===== config.mk =====
export PLATFORM = sky130hd
export DESIGN_NAME = rc6_ctrl
export DESIGN_NICKNAME = d
export VERILOG_FILES = /design/src/design/rc6_pkg.sv /design/src/design/rc6_ctrl.sv
export SDC_FILE = /design/constraint.sdc
export NUM_CORES = 1
export LEC_CHECK = 0
export BUFFER_PORTS_ARGS = -buffer_cell sky130_fd_sc_hd__buf_2
export CORE_AREA = 2 2 39 41
export CTS_CLUSTER_DIAMETER = 60
export DETAILED_ROUTE_END_ITERATION = 10
export DIE_AREA = 0 0 41 43
export GPL_ROUTABILITY_DRIVEN = 1
export PLACE_DENSITY = 0.52
export SYNTH_ARGS = -nofsm -noshare
export SYNTH_HDL_FRONTEND = slang
export SYNTH_SLANG_ARGS = --single-unit

===== constraint.sdc =====
create_clock -name clk -period 1.2 [get_ports clk]
set_clock_uncertainty 0.1 [all_clocks]
set_input_delay 0.18 -clock clk [delete_from_list [all_inputs] [get_ports clk]]
set_output_delay 0.18 -clock clk [all_outputs]
set_load 0.01 [all_outputs]

===== src/design/rc6_pkg.sv =====
// ----------------------------------------------------------------------------
// RC6 package
// Shared constants, controller types and word helpers for the RC6 block.
// ----------------------------------------------------------------------------
package rc6_pkg;

  localparam int RC6_ROUNDS = 20;

  localparam logic [31:0] RC6_P32 = 32'hb7e15163;
  localparam logic [31:0] RC6_Q32 = 32'h9e3779b9;

  localparam int CFG_INDEX_W = 3;
  localparam int CFG_DATA_W  = 64;
  localparam int KEY_LEN_W   = 6;

  localparam logic [CFG_INDEX_W-1:0] CFG_KEY_0   = 3'd0;
  localparam logic [CFG_INDEX_W-1:0] CFG_KEY_1   = 3'd1;
  localparam logic [CFG_INDEX_W-1:0] CFG_KEY_2   = 3'd2;
  localparam logic [CFG_INDEX_W-1:0] CFG_KEY_3   = 3'd3;
  localparam logic [CFG_INDEX_W-1:0] CFG_KEY_LEN = 3'd4;
  localparam logic [CFG_INDEX_W-1:0] CFG_DECRYPT = 3'd5;

  localparam logic [KEY_LEN_W-1:0] KEY_LEN_16 = 6'd16;
  localparam logic [KEY_LEN_W-1:0] KEY_LEN_24 = 6'd24;
  localparam logic [KEY_LEN_W-1:0] KEY_LEN_32 = 6'd32;

  localparam logic ACTION_EXPAND = 1'b0;
  localparam logic ACTION_BLOCK  = 1'b1;

  typedef enum logic [2:0] {
    ST_IDLE,
    ST_EXP_A,
    ST_EXP_B,
    ST_BLK_0,
    ST_BLK_1,
    ST_BLK_2,
    ST_FINISH
  } rc6_state_t;

  typedef struct packed {
    logic accept;
    logic exp_mix_a;
    logic exp_mix_b;
    logic blk_ph0;
    logic blk_ph1;
    logic blk_ph2;
    logic load_result;
  } rc6_cmd_t;

  typedef struct packed {
    logic key_ok;
    logic exp_last;
    logic blk_last;
  } rc6_stat_t;

  function automatic logic [31:0] rotl32(input logic [31:0] x, input logic [4:0] n);
    logic [63:0] dbl;
    dbl = {x, x} << n;
    return dbl[63:32];
  endfunction

  function automatic logic [31:0] rotr32(input logic [31:0] x, input logic [4:0] n);
    logic [63:0] dbl;
    dbl = {x, x} >> n;
    return dbl[31:0];
  endfunction

  // Quadratic term x * (2x + 1), low 32 bits.
  function automatic logic [31:0] quad32(input logic [31:0] x);
    logic [31:0] odd;
    odd = {x[30:0], 1'b1};
    return x * odd;
  endfunction

endpackage


===== src/design/rc6_ctrl.sv =====
// ----------------------------------------------------------------------------
// RC6 controller
// Sequences key expansion and block rounds and owns the item handshake.
// ----------------------------------------------------------------------------
module rc6_ctrl (
  input  logic              clk,
  input  logic              rst,
  input  logic              in_valid,
  output logic              in_stall,
  input  logic              action,
  output logic              out_valid,
  input  logic              out_stall,
  input  rc6_pkg::rc6_stat_t stat,
  output rc6_pkg::rc6_cmd_t  cmd
);
  import rc6_pkg::*;

  rc6_state_t state;
  rc6_state_t state_next;
  logic       out_valid_next;

  always_ff @(posedge clk) begin
    if (rst) begin
      state     <= ST_IDLE;
      out_valid <= 1'b0;
    end else begin
      state     <= state_next;
      out_valid <= out_valid_next;
    end
  end

  always_comb begin
    state_next     = state;
    cmd            = '0;
    in_stall       = 1'b1;
    out_valid_next = out_valid && out_stall;
    unique case (state)
      ST_IDLE: begin
        in_stall = 1'b0;
        if (in_valid) begin
          cmd.accept = 1'b1;
          if (action == ACTION_BLOCK) begin
            state_next = ST_BLK_0;
          end else if (stat.key_ok) begin
            state_next = ST_EXP_A;
          end else begin
            state_next = ST_FINISH;
          end
        end
      end
      ST_EXP_A: begin
        cmd.exp_mix_a = 1'b1;
        state_next    = ST_EXP_B;
      end
      ST_EXP_B: begin
        cmd.exp_mix_b = 1'b1;
        state_next    = stat.exp_last ? ST_FINISH : ST_EXP_A;
      end
      ST_BLK_0: begin
        cmd.blk_ph0 = 1'b1;
        state_next  = ST_BLK_1;
      end
      ST_BLK_1: begin
        cmd.blk_ph1 = 1'b1;
        state_next  = ST_BLK_2;
      end
      ST_BLK_2: begin
        cmd.blk_ph2 = 1'b1;
        state_next  = stat.blk_last ? ST_FINISH : ST_BLK_0;
      end
      ST_FINISH: begin
        // Wait until the output register is free before loading the result.
        if (!out_valid || !out_stall) begin
          cmd.load_result = 1'b1;
          out_valid_next  = 1'b1;
          state_next      = ST_IDLE;
        end
      end
      default: begin
        state_next = ST_IDLE;
      end
    endcase
  end

endmodule


# [Word-level counts from Yosys, hierarchy flattened]
# Index checks and enable logic that the tools add are counted.
[totals] register_bits=4
[op_classes] n_eq_ne=8 n_mux=19 reduce_logical=6
[op_table] op="$pmux 3 s7" count=1
[op_table] op="$mux 3" count=6
[op_table] op="$mux 1" count=12
[op_table] op="$eq 3x3->1 const B" count=3
[op_table] op="$eq 3x2->1 const B" count=2
[op_table] op="$ne 2x2->1 const B" count=2
[op_table] op="$eq 3x1->1 const B" count=1
[op_table] op="$logic_not 3->1" count=1
[op_table] op="$logic_not 1->1" count=2
[op_table] op="$reduce_and 2->1" count=1
[op_table] op="$logic_and 1x1->1" count=1
[op_table] op="$logic_or 1x1->1" count=1

# [Logic depth before layout (Yosys ltp)]
# Gate-level depths: netlist of the first run.
[depth] word_depth=4 ltp_mapped=4 depth_no_buf=3

# [Least setup slack after synthesis of the first run]
# Ideal clock, no wire load.
[synth_timing] path_kind="flip-flop to output port" from="register state[1]" to="output cmd[6] in the netlist's numbering" arrival_ps=1074 required_ps=920 slack_ps=-154 path_stages_with_launch=4 path_buffers=1 path_cell_list="dfxtp_1 > buf_4 > or3_1 > nor2_1"
[synth_lines] element="start, declared" line="rc6_ctrl.sv:18" source="rc6_state_t state;"
[synth_lines] element="start signal, assigned" line="rc6_ctrl.sv:27" source="state <= state_next;"
[synth_lines] element="end, declared" line="rc6_ctrl.sv:14" source="output rc6_pkg::rc6_cmd_t cmd"

==> results of run 1 <==
## worst max-delay path: stages (launching register included)
cell and delay [ns]:
sky130_fd_sc_hd__dfxtp_4 0.35, sky130_fd_sc_hd__or3_4 0.38, sky130_fd_sc_hd__nor2_4 0.09, sky130_fd_sc_hd__buf_6 0.10
## logic make-up after synthesis
logic type             after synthesis  synth area share [%]
flip-flops                           4                  23.4
AND/OR/NAND/NOR                     21                  40.7
AO/OA/AOI/OAI                       12                  27.1
buffers and inverters                5                  8.79
## final timing paths
path / to / slack (ns) / cells past startpoint
worst max-delay path: cmd[6] / -0.23 / 3
worst min-delay path: state[1] / 0.06 / 2
worst max register to register: state[2] / -0.23 / 4
worst min register to register: out_valid / 0.48 / 2
## metal layers
metal | routed length, um | global-route usage [%]
met5 | 0 | 0
met3 | 33 | 3.66
met1 | 439 | 14.1
met4 | 0 | 9.33
met2 | 498 | 20.0
## power groups by stage
stage	Sequential (mW)	Combinational [mW]	Clock [mW]
6_report	0.199	0.540	0.165
5_1_grt	0.204	0.590	0.181
4_1_cts	0.198	0.518	0.175
3_5_place_dp	0.210	0.361	0
3_3_place_gp	0.209	0.358	0
2_1_floorplan	0.177	0.288	0
## stage by stage
stage / std cells / setup TNS (ns)
2_1_floorplan: 42 / -0.0822
3_3_place_gp: 76 / -0.341
3_5_place_dp: 76 / -0.521
4_1_cts: 88 / -1.53
5_1_grt: 88 / -1.85
6_report: 88 / -1.41
## cell type report
| class | count | area (um^2) | share of cell area, % |
|---|---|---|---|
| Multi-Input combinational cell | 33 | 278 | 43.1 |
| Timing Repair Buffer | 30 | 225 | 35.0 |
| Sequential cell | 4 | 91.3 | 14.2 |
| Clock buffer | 3 | 22.5 | 3.50 |
| Tap cell | 16 | 20.0 | 3.11 |
| Inverter | 2 | 7.51 | 1.17 |
## registers in the layout, summed over array words and instances, names as in the netlist
signal	cells
state	3
out_valid	1
## cell usage in the layout, fill, tap and decap left out, drive strengths merged
cell and count:
buf 30, dfxtp 4, clkbuf 3, nor2 3, a21oi 3, nand2 3
a31oi 2, inv 2, and2 2, nor3 2, nand3b 2, o21ai 2
and3 1, and3b 1, nor3b 1, or3 1, o21ba 1, or4 1
a211oi 1, or2 1, or2b 1, a2bb2oi 1, a311oi 1, nand2b 1
nand3 1, a22oi 1
## what timing repair did
action	4_1_cts	5_1_grt
pin swaps	6	1
setup endpoints to repair	11	11
buffers inserted	9	0
gates resized for setup	17	5
cloned	0	0
==> run metrics, run 1 <==
initial standard-cell utilization of the core=24.7%; H-tree Lvls=1; crit path launch type=register; DP Wirelength=between 600 and 700 um; fraction of final layout cells with drive strength greater than 1=72.2%; cell area after synthesis=about 340 um^2; share of the core filled with cells in the final layout=between 40% and 50%; Min Hold Slack=around 0.056 ns; TritonCTS Buffers=3; Iter 0 DRT Violations=2; shortest clock period the worst path allows after layout=~1.4 ns; Int Pwr=591 uW; minimum setup slack after placement=-0.115 ns; maximum number of pins on one net before global-route repair=9; post-DR vias/cell=approximately 4.6; least setup slack across all paths after layout=-0.234 ns; number of inserted filler cells in the final layout=roughly 140; Worst Path Max Fanout=4; static power due to leakage=about 0.32 nW; Post-synth EDFFs=0; Power Density=about 1400 mW/mm^2; hold buffer count at CTS=0; Root Driver=sky130_fd_sc_hd__clkbuf_4; antenna-violating nets left=0; total of endpoints with negative setup slack in the final report=10; Clock power frac=18.2%; sequential share of power=a little over a fifth; peak supply drop=0.000418 V; Final Hold Viols=0; combinational power share=about 60%; Hold/Removal Path Class=primary input to register; clock sinks=4; Worst Path Arrival=approximately 1.2 ns; proportion of synthesized flip-flops having asynchronous set or reset=0%; startpoint of the worst hold path=rst; post-place instance area=472 um^2; via count of the first global-routing pass=approximately 390; total design power=about 900 uW; cells taking the most area after synthesis=sky130_fd_sc_hd__dfxtp_1, sky130_fd_sc_hd__buf_4, sky130_fd_sc_hd__nand3b_4; violations in the final reports=negative setup slack; post-synthesis instance total=42; start point of the critical path=state[0]; fraction of power spent switching nets=about a third; IO buf count=16; post-route DRC violation count=0; largest area contributor in the synthesized netlist=sky130_fd_sc_hd__dfxtp_1; synthesis warning total=0; Max Transition Viols Final=0; syn_nets=50; relative slew slack=between 80% and 90%; f_max=roughly 700 MHz; final layout net count=82; clock-pin slew on the worst setup and hold paths=~0.040 ns; total iterations of the first detailed-routing run=2; Yosys top cell area share=about a quarter; max_cap viols=0; Placement Rows=14; Distinct cells, synth=27; Die ar.=approximately 0.0018 mm^2; number of antenna violations at the first check in global routing=0; Seq/Total Area, Yosys=23.4%; # IOs=17; slew of the pin with the lowest slew margin=around 0.20 ns; antenna diode instance count=0; synthesized area per cell=approximately 8.1 um^2; portion of the clock cycle consumed by the worst path in the final layout=120%; Syn-to-layout area delta=88.6%; most frequently used flop master after synthesis=sky130_fd_sc_hd__dfxtp_1; required time at the worst-slack endpoint=0.92 ns; most common library cells after synthesis=sky130_fd_sc_hd__dfxtp_1, sky130_fd_sc_hd__a21oi_1, sky130_fd_sc_hd__buf_4, sky130_fd_sc_hd__nand2_1, sky130_fd_sc_hd__nor2_1; Critical Path End Type=output port; final weighted congestion in routability-driven placement=around 0.78; core footprint=~0.0014 mm^2; worst skew pair latency=about 0.23 ns; register bit count reported by yosys=4; total number of vias=a little over 400; global-route usage over all layers=13.0%; first-pass GRT wire length=between 1.5 and 2 mm; reg2reg start=state[2]; Worst Path Class, Setup=register to output port; CTS tree=built; clock buffer depth=2; grt total ovfl=0; net switching component of the power=roughly 310 uW; status=finished with violations; Routed WL per cell=approximately 11 um; final instance area=between 600 and 700 um^2; detailed-route wire length=971 um; die height=43 um; RSZ-0062 raised after global routing=yes; DIE WIDTH=~41 um; most repeated cell in the gate-level netlist after synthesis=sky130_fd_sc_hd__dfxtp_1
Power figures use the tool's default switching activity.
==> run 2, diff against run 1 <==
ABC_AREA = 1   (was not set)
CELL_PAD_IN_SITES_DETAIL_PLACEMENT = 1   (was not set)
CELL_PAD_IN_SITES_GLOBAL_PLACEMENT = 2   (was not set)
CORE_AREA = not set   (was 2 2 39 41)
CORE_MARGIN = 2   (was not set)
CORE_UTILIZATION = 16   (was not set)
DIE_AREA = not set   (was 0 0 41 43)
PLACE_DENSITY = 0.67   (was 0.52)
==> run metrics, run 2 <==
violations in the final reports=negative setup slack; hold buffer count at CTS=0; placed cells=around 110; H-tree Lvls=1; Cell Chain, Critical Path=nand2_2 > nor2_2 > inv_1 > nor2_1 > buf_2; minimum setup slack after placement=-0.111 ns; post-DR vias/cell=3.96; proportion of synthesized flip-flops having asynchronous set or reset=0%; final weighted congestion in routability-driven placement=~0.72; DP Wirelength=854 um; RSZ-0062 raised after global routing=yes; first-pass GRT wire length=roughly 1.9 mm; antenna diode instance count=0; final layout net count=98; required time at the worst-slack endpoint=around 0.92 ns; Critical Path End Type=output port; clock buffer depth=2; worst skew pair latency=about 0.23 ns; portion of the clock cycle consumed by the worst path in the final layout=113%; Seq/Total Area, Yosys=24.7%; Power Density=roughly 2300 mW/mm^2; cell area after synthesis=about 320 um^2; total iterations of the first detailed-routing run=1; total design power=1.42 mW; CTS tree=built; summed negative setup slack over all endpoints=-0.998 ns; maximum number of pins on one net before global-route repair=9; shortest clock period the worst path allows after layout=1.36 ns; most common library cells after synthesis=sky130_fd_sc_hd__inv_1, sky130_fd_sc_hd__nand2_1, sky130_fd_sc_hd__nor2_1; antenna-violating nets left=0; via count of the first global-routing pass=about 450; Syn-to-layout area delta=91.1%; status=finished with violations; total number of vias=455; register containing the most flip-flops in the final layout=state; initial standard-cell utilization of the core=16.7%; f_max=738 MHz; post-route DRC violation count=0; share of the core filled with cells in the final layout=a little under a third; grt total ovfl=0; Routed WL per cell=around 9.9 um; Distinct cells, synth=13; delay of the slowest cell on the worst path=~0.4 ns; register bit count reported by yosys=4; Max Transition Viols Final=0; count of placed standard cells in the final layout, fillers left out=~120; global-route usage over all layers=slightly above 10%; Hold/Removal Path Class=primary input to register; Die ar.=0.00240 mm^2; most common cell after layout, fill and taps aside=sky130_fd_sc_hd__buf_2; core footprint=just under 0.002 mm^2; syn_nets=a little under 70; Worst Path Arrival=about 1.1 ns; Placement Rows=16; fraction of final layout cells with drive strength greater than 1=between 50 and 60%; IO buf count=16; largest area contributor in the synthesized netlist=sky130_fd_sc_hd__dfxtp_1; Iter 0 DRT Violations=0; largest registers=state: 3 flops, out_valid: 1 flops; static power due to leakage=about 0.36 nW; max_cap viols=0; Yosys top cell area share=roughly a quarter; cell with the biggest individual delay on the critical path=sky130_fd_sc_hd__dfxtp_4; synthesized area per cell=roughly 5.4 um^2; relative slew slack=about nine tenths; number of antenna violations at the first check in global routing=0; TritonCTS Buffers=3; total of endpoints with negative setup slack in the final report=11; detailed-route wire length=around 1.1 mm; Post-synth EDFFs=0; Root Driver=sky130_fd_sc_hd__clkbuf_4; slew of the pin with the lowest slew margin=between 0.15 and 0.2 ns; Worst Path Max Fanout=6; peak supply drop=between 0.0006 and 0.0007 V; # IOs=17; crit path launch type=register; clock-pin slew on the worst setup and hold paths=0.04 ns; die height=49.0 um; Final Hold Viols=0; least setup slack across all paths after layout=-0.155 ns; most frequently used flop master after synthesis=sky130_fd_sc_hd__dfxtp_1; Worst Path Class, Setup=register to output port; DIE WIDTH=just under 50 um; clock sinks=4; cells taking the most area after synthesis=sky130_fd_sc_hd__dfxtp_1, sky130_fd_sc_hd__inv_1, sky130_fd_sc_hd__nand2_1; highest-count cells in the layout ignoring fill and taps=sky130_fd_sc_hd__buf_2, sky130_fd_sc_hd__inv_1, sky130_fd_sc_hd__nand2_1, sky130_fd_sc_hd__buf_4, sky130_fd_sc_hd__nor2_1; post-synthesis instance total=60; number of flip-flops under the largest register name=3; synthesis warning total=0
## run 2: cell count changes in the layout (fill, tap and decap cells not counted), moves of 2 or more
cell,delta
sky130_fd_sc_hd__nor2_2,+3
sky130_fd_sc_hd__inv_2,+3
sky130_fd_sc_hd__nand2_2,+3
sky130_fd_sc_hd__inv_1,+11
sky130_fd_sc_hd__buf_6,-4
sky130_fd_sc_hd__nor2_1,+4
sky130_fd_sc_hd__nand2_1,+9
sky130_fd_sc_hd__nand3_1,+3
sky130_fd_sc_hd__a31oi_1,-2
## run 2: per-stage QoR
step | hold WS, ns | area, um^2
after global placement | 0.303 | 467
final | 0.0688 | 619
after detailed placement | 0.300 | 467
after global routing | 0.0549 | 619
after CTS | 0.0486 | 544
after floorplan | 0.149 | 327
## run 2: cell type report
class | count | area (um^2)
clock buffers | 3 | 22.5
inverters | 16 | 60.1
well taps | 27 | 33.8
fillers | 270 | 1320
flip-flops and latches | 4 | 91.3
repair buffers | 26 | 178
multi-input cells | 39 | 234
## run 2: cells by family (layout without fill, tap and decap cells)
group	count (synthesis)	after routing	share of synthesized area, %
flip-flops	4	4	24.7
buffers and inverters	17	45	22.0
AO/OA/AOI/OAI	6	6	9.26
AND/OR/NAND/NOR	33	33	44.0
## run 2: worst paths after layout
check            start        end  slack [ns]  depth (start not counted)
max reg2reg   state[2]  out_valid       -0.08                          7
max           state[2]     cmd[0]       -0.16                          5
min reg2reg  out_valid  out_valid        0.40                          2
min                rst   state[2]        0.07                          2
## run 2: power breakdown
group / internal, mW / switching (mW)
clock network: 0.111 / 0.0491
logic: 0.462 / 0.497
registers: 0.203 / 0.0993
total: 0.776 / 0.645
## run 2: metal layers
layer,vias to the layer above,part of all wire (%),global-route usage (%)
met1,207,43,12.5
met5,-,0,0
met3,0,3.0,3.68
met4,0,0,2.86
li1,237,-,-
met2,11,54,16.7
## run 2: timing repair
action,in CTS,in global routing
setup endpoints to repair,11,12
setup buffers,3,3
pin swaps,2,3
resized for setup,11,16
## run 2: critical path: cells and delay by family (launching register included)
kind	cells	cell delay [ns]
buf+inv	2	0.20
flops	1	0.39
simple gates	3	0.27
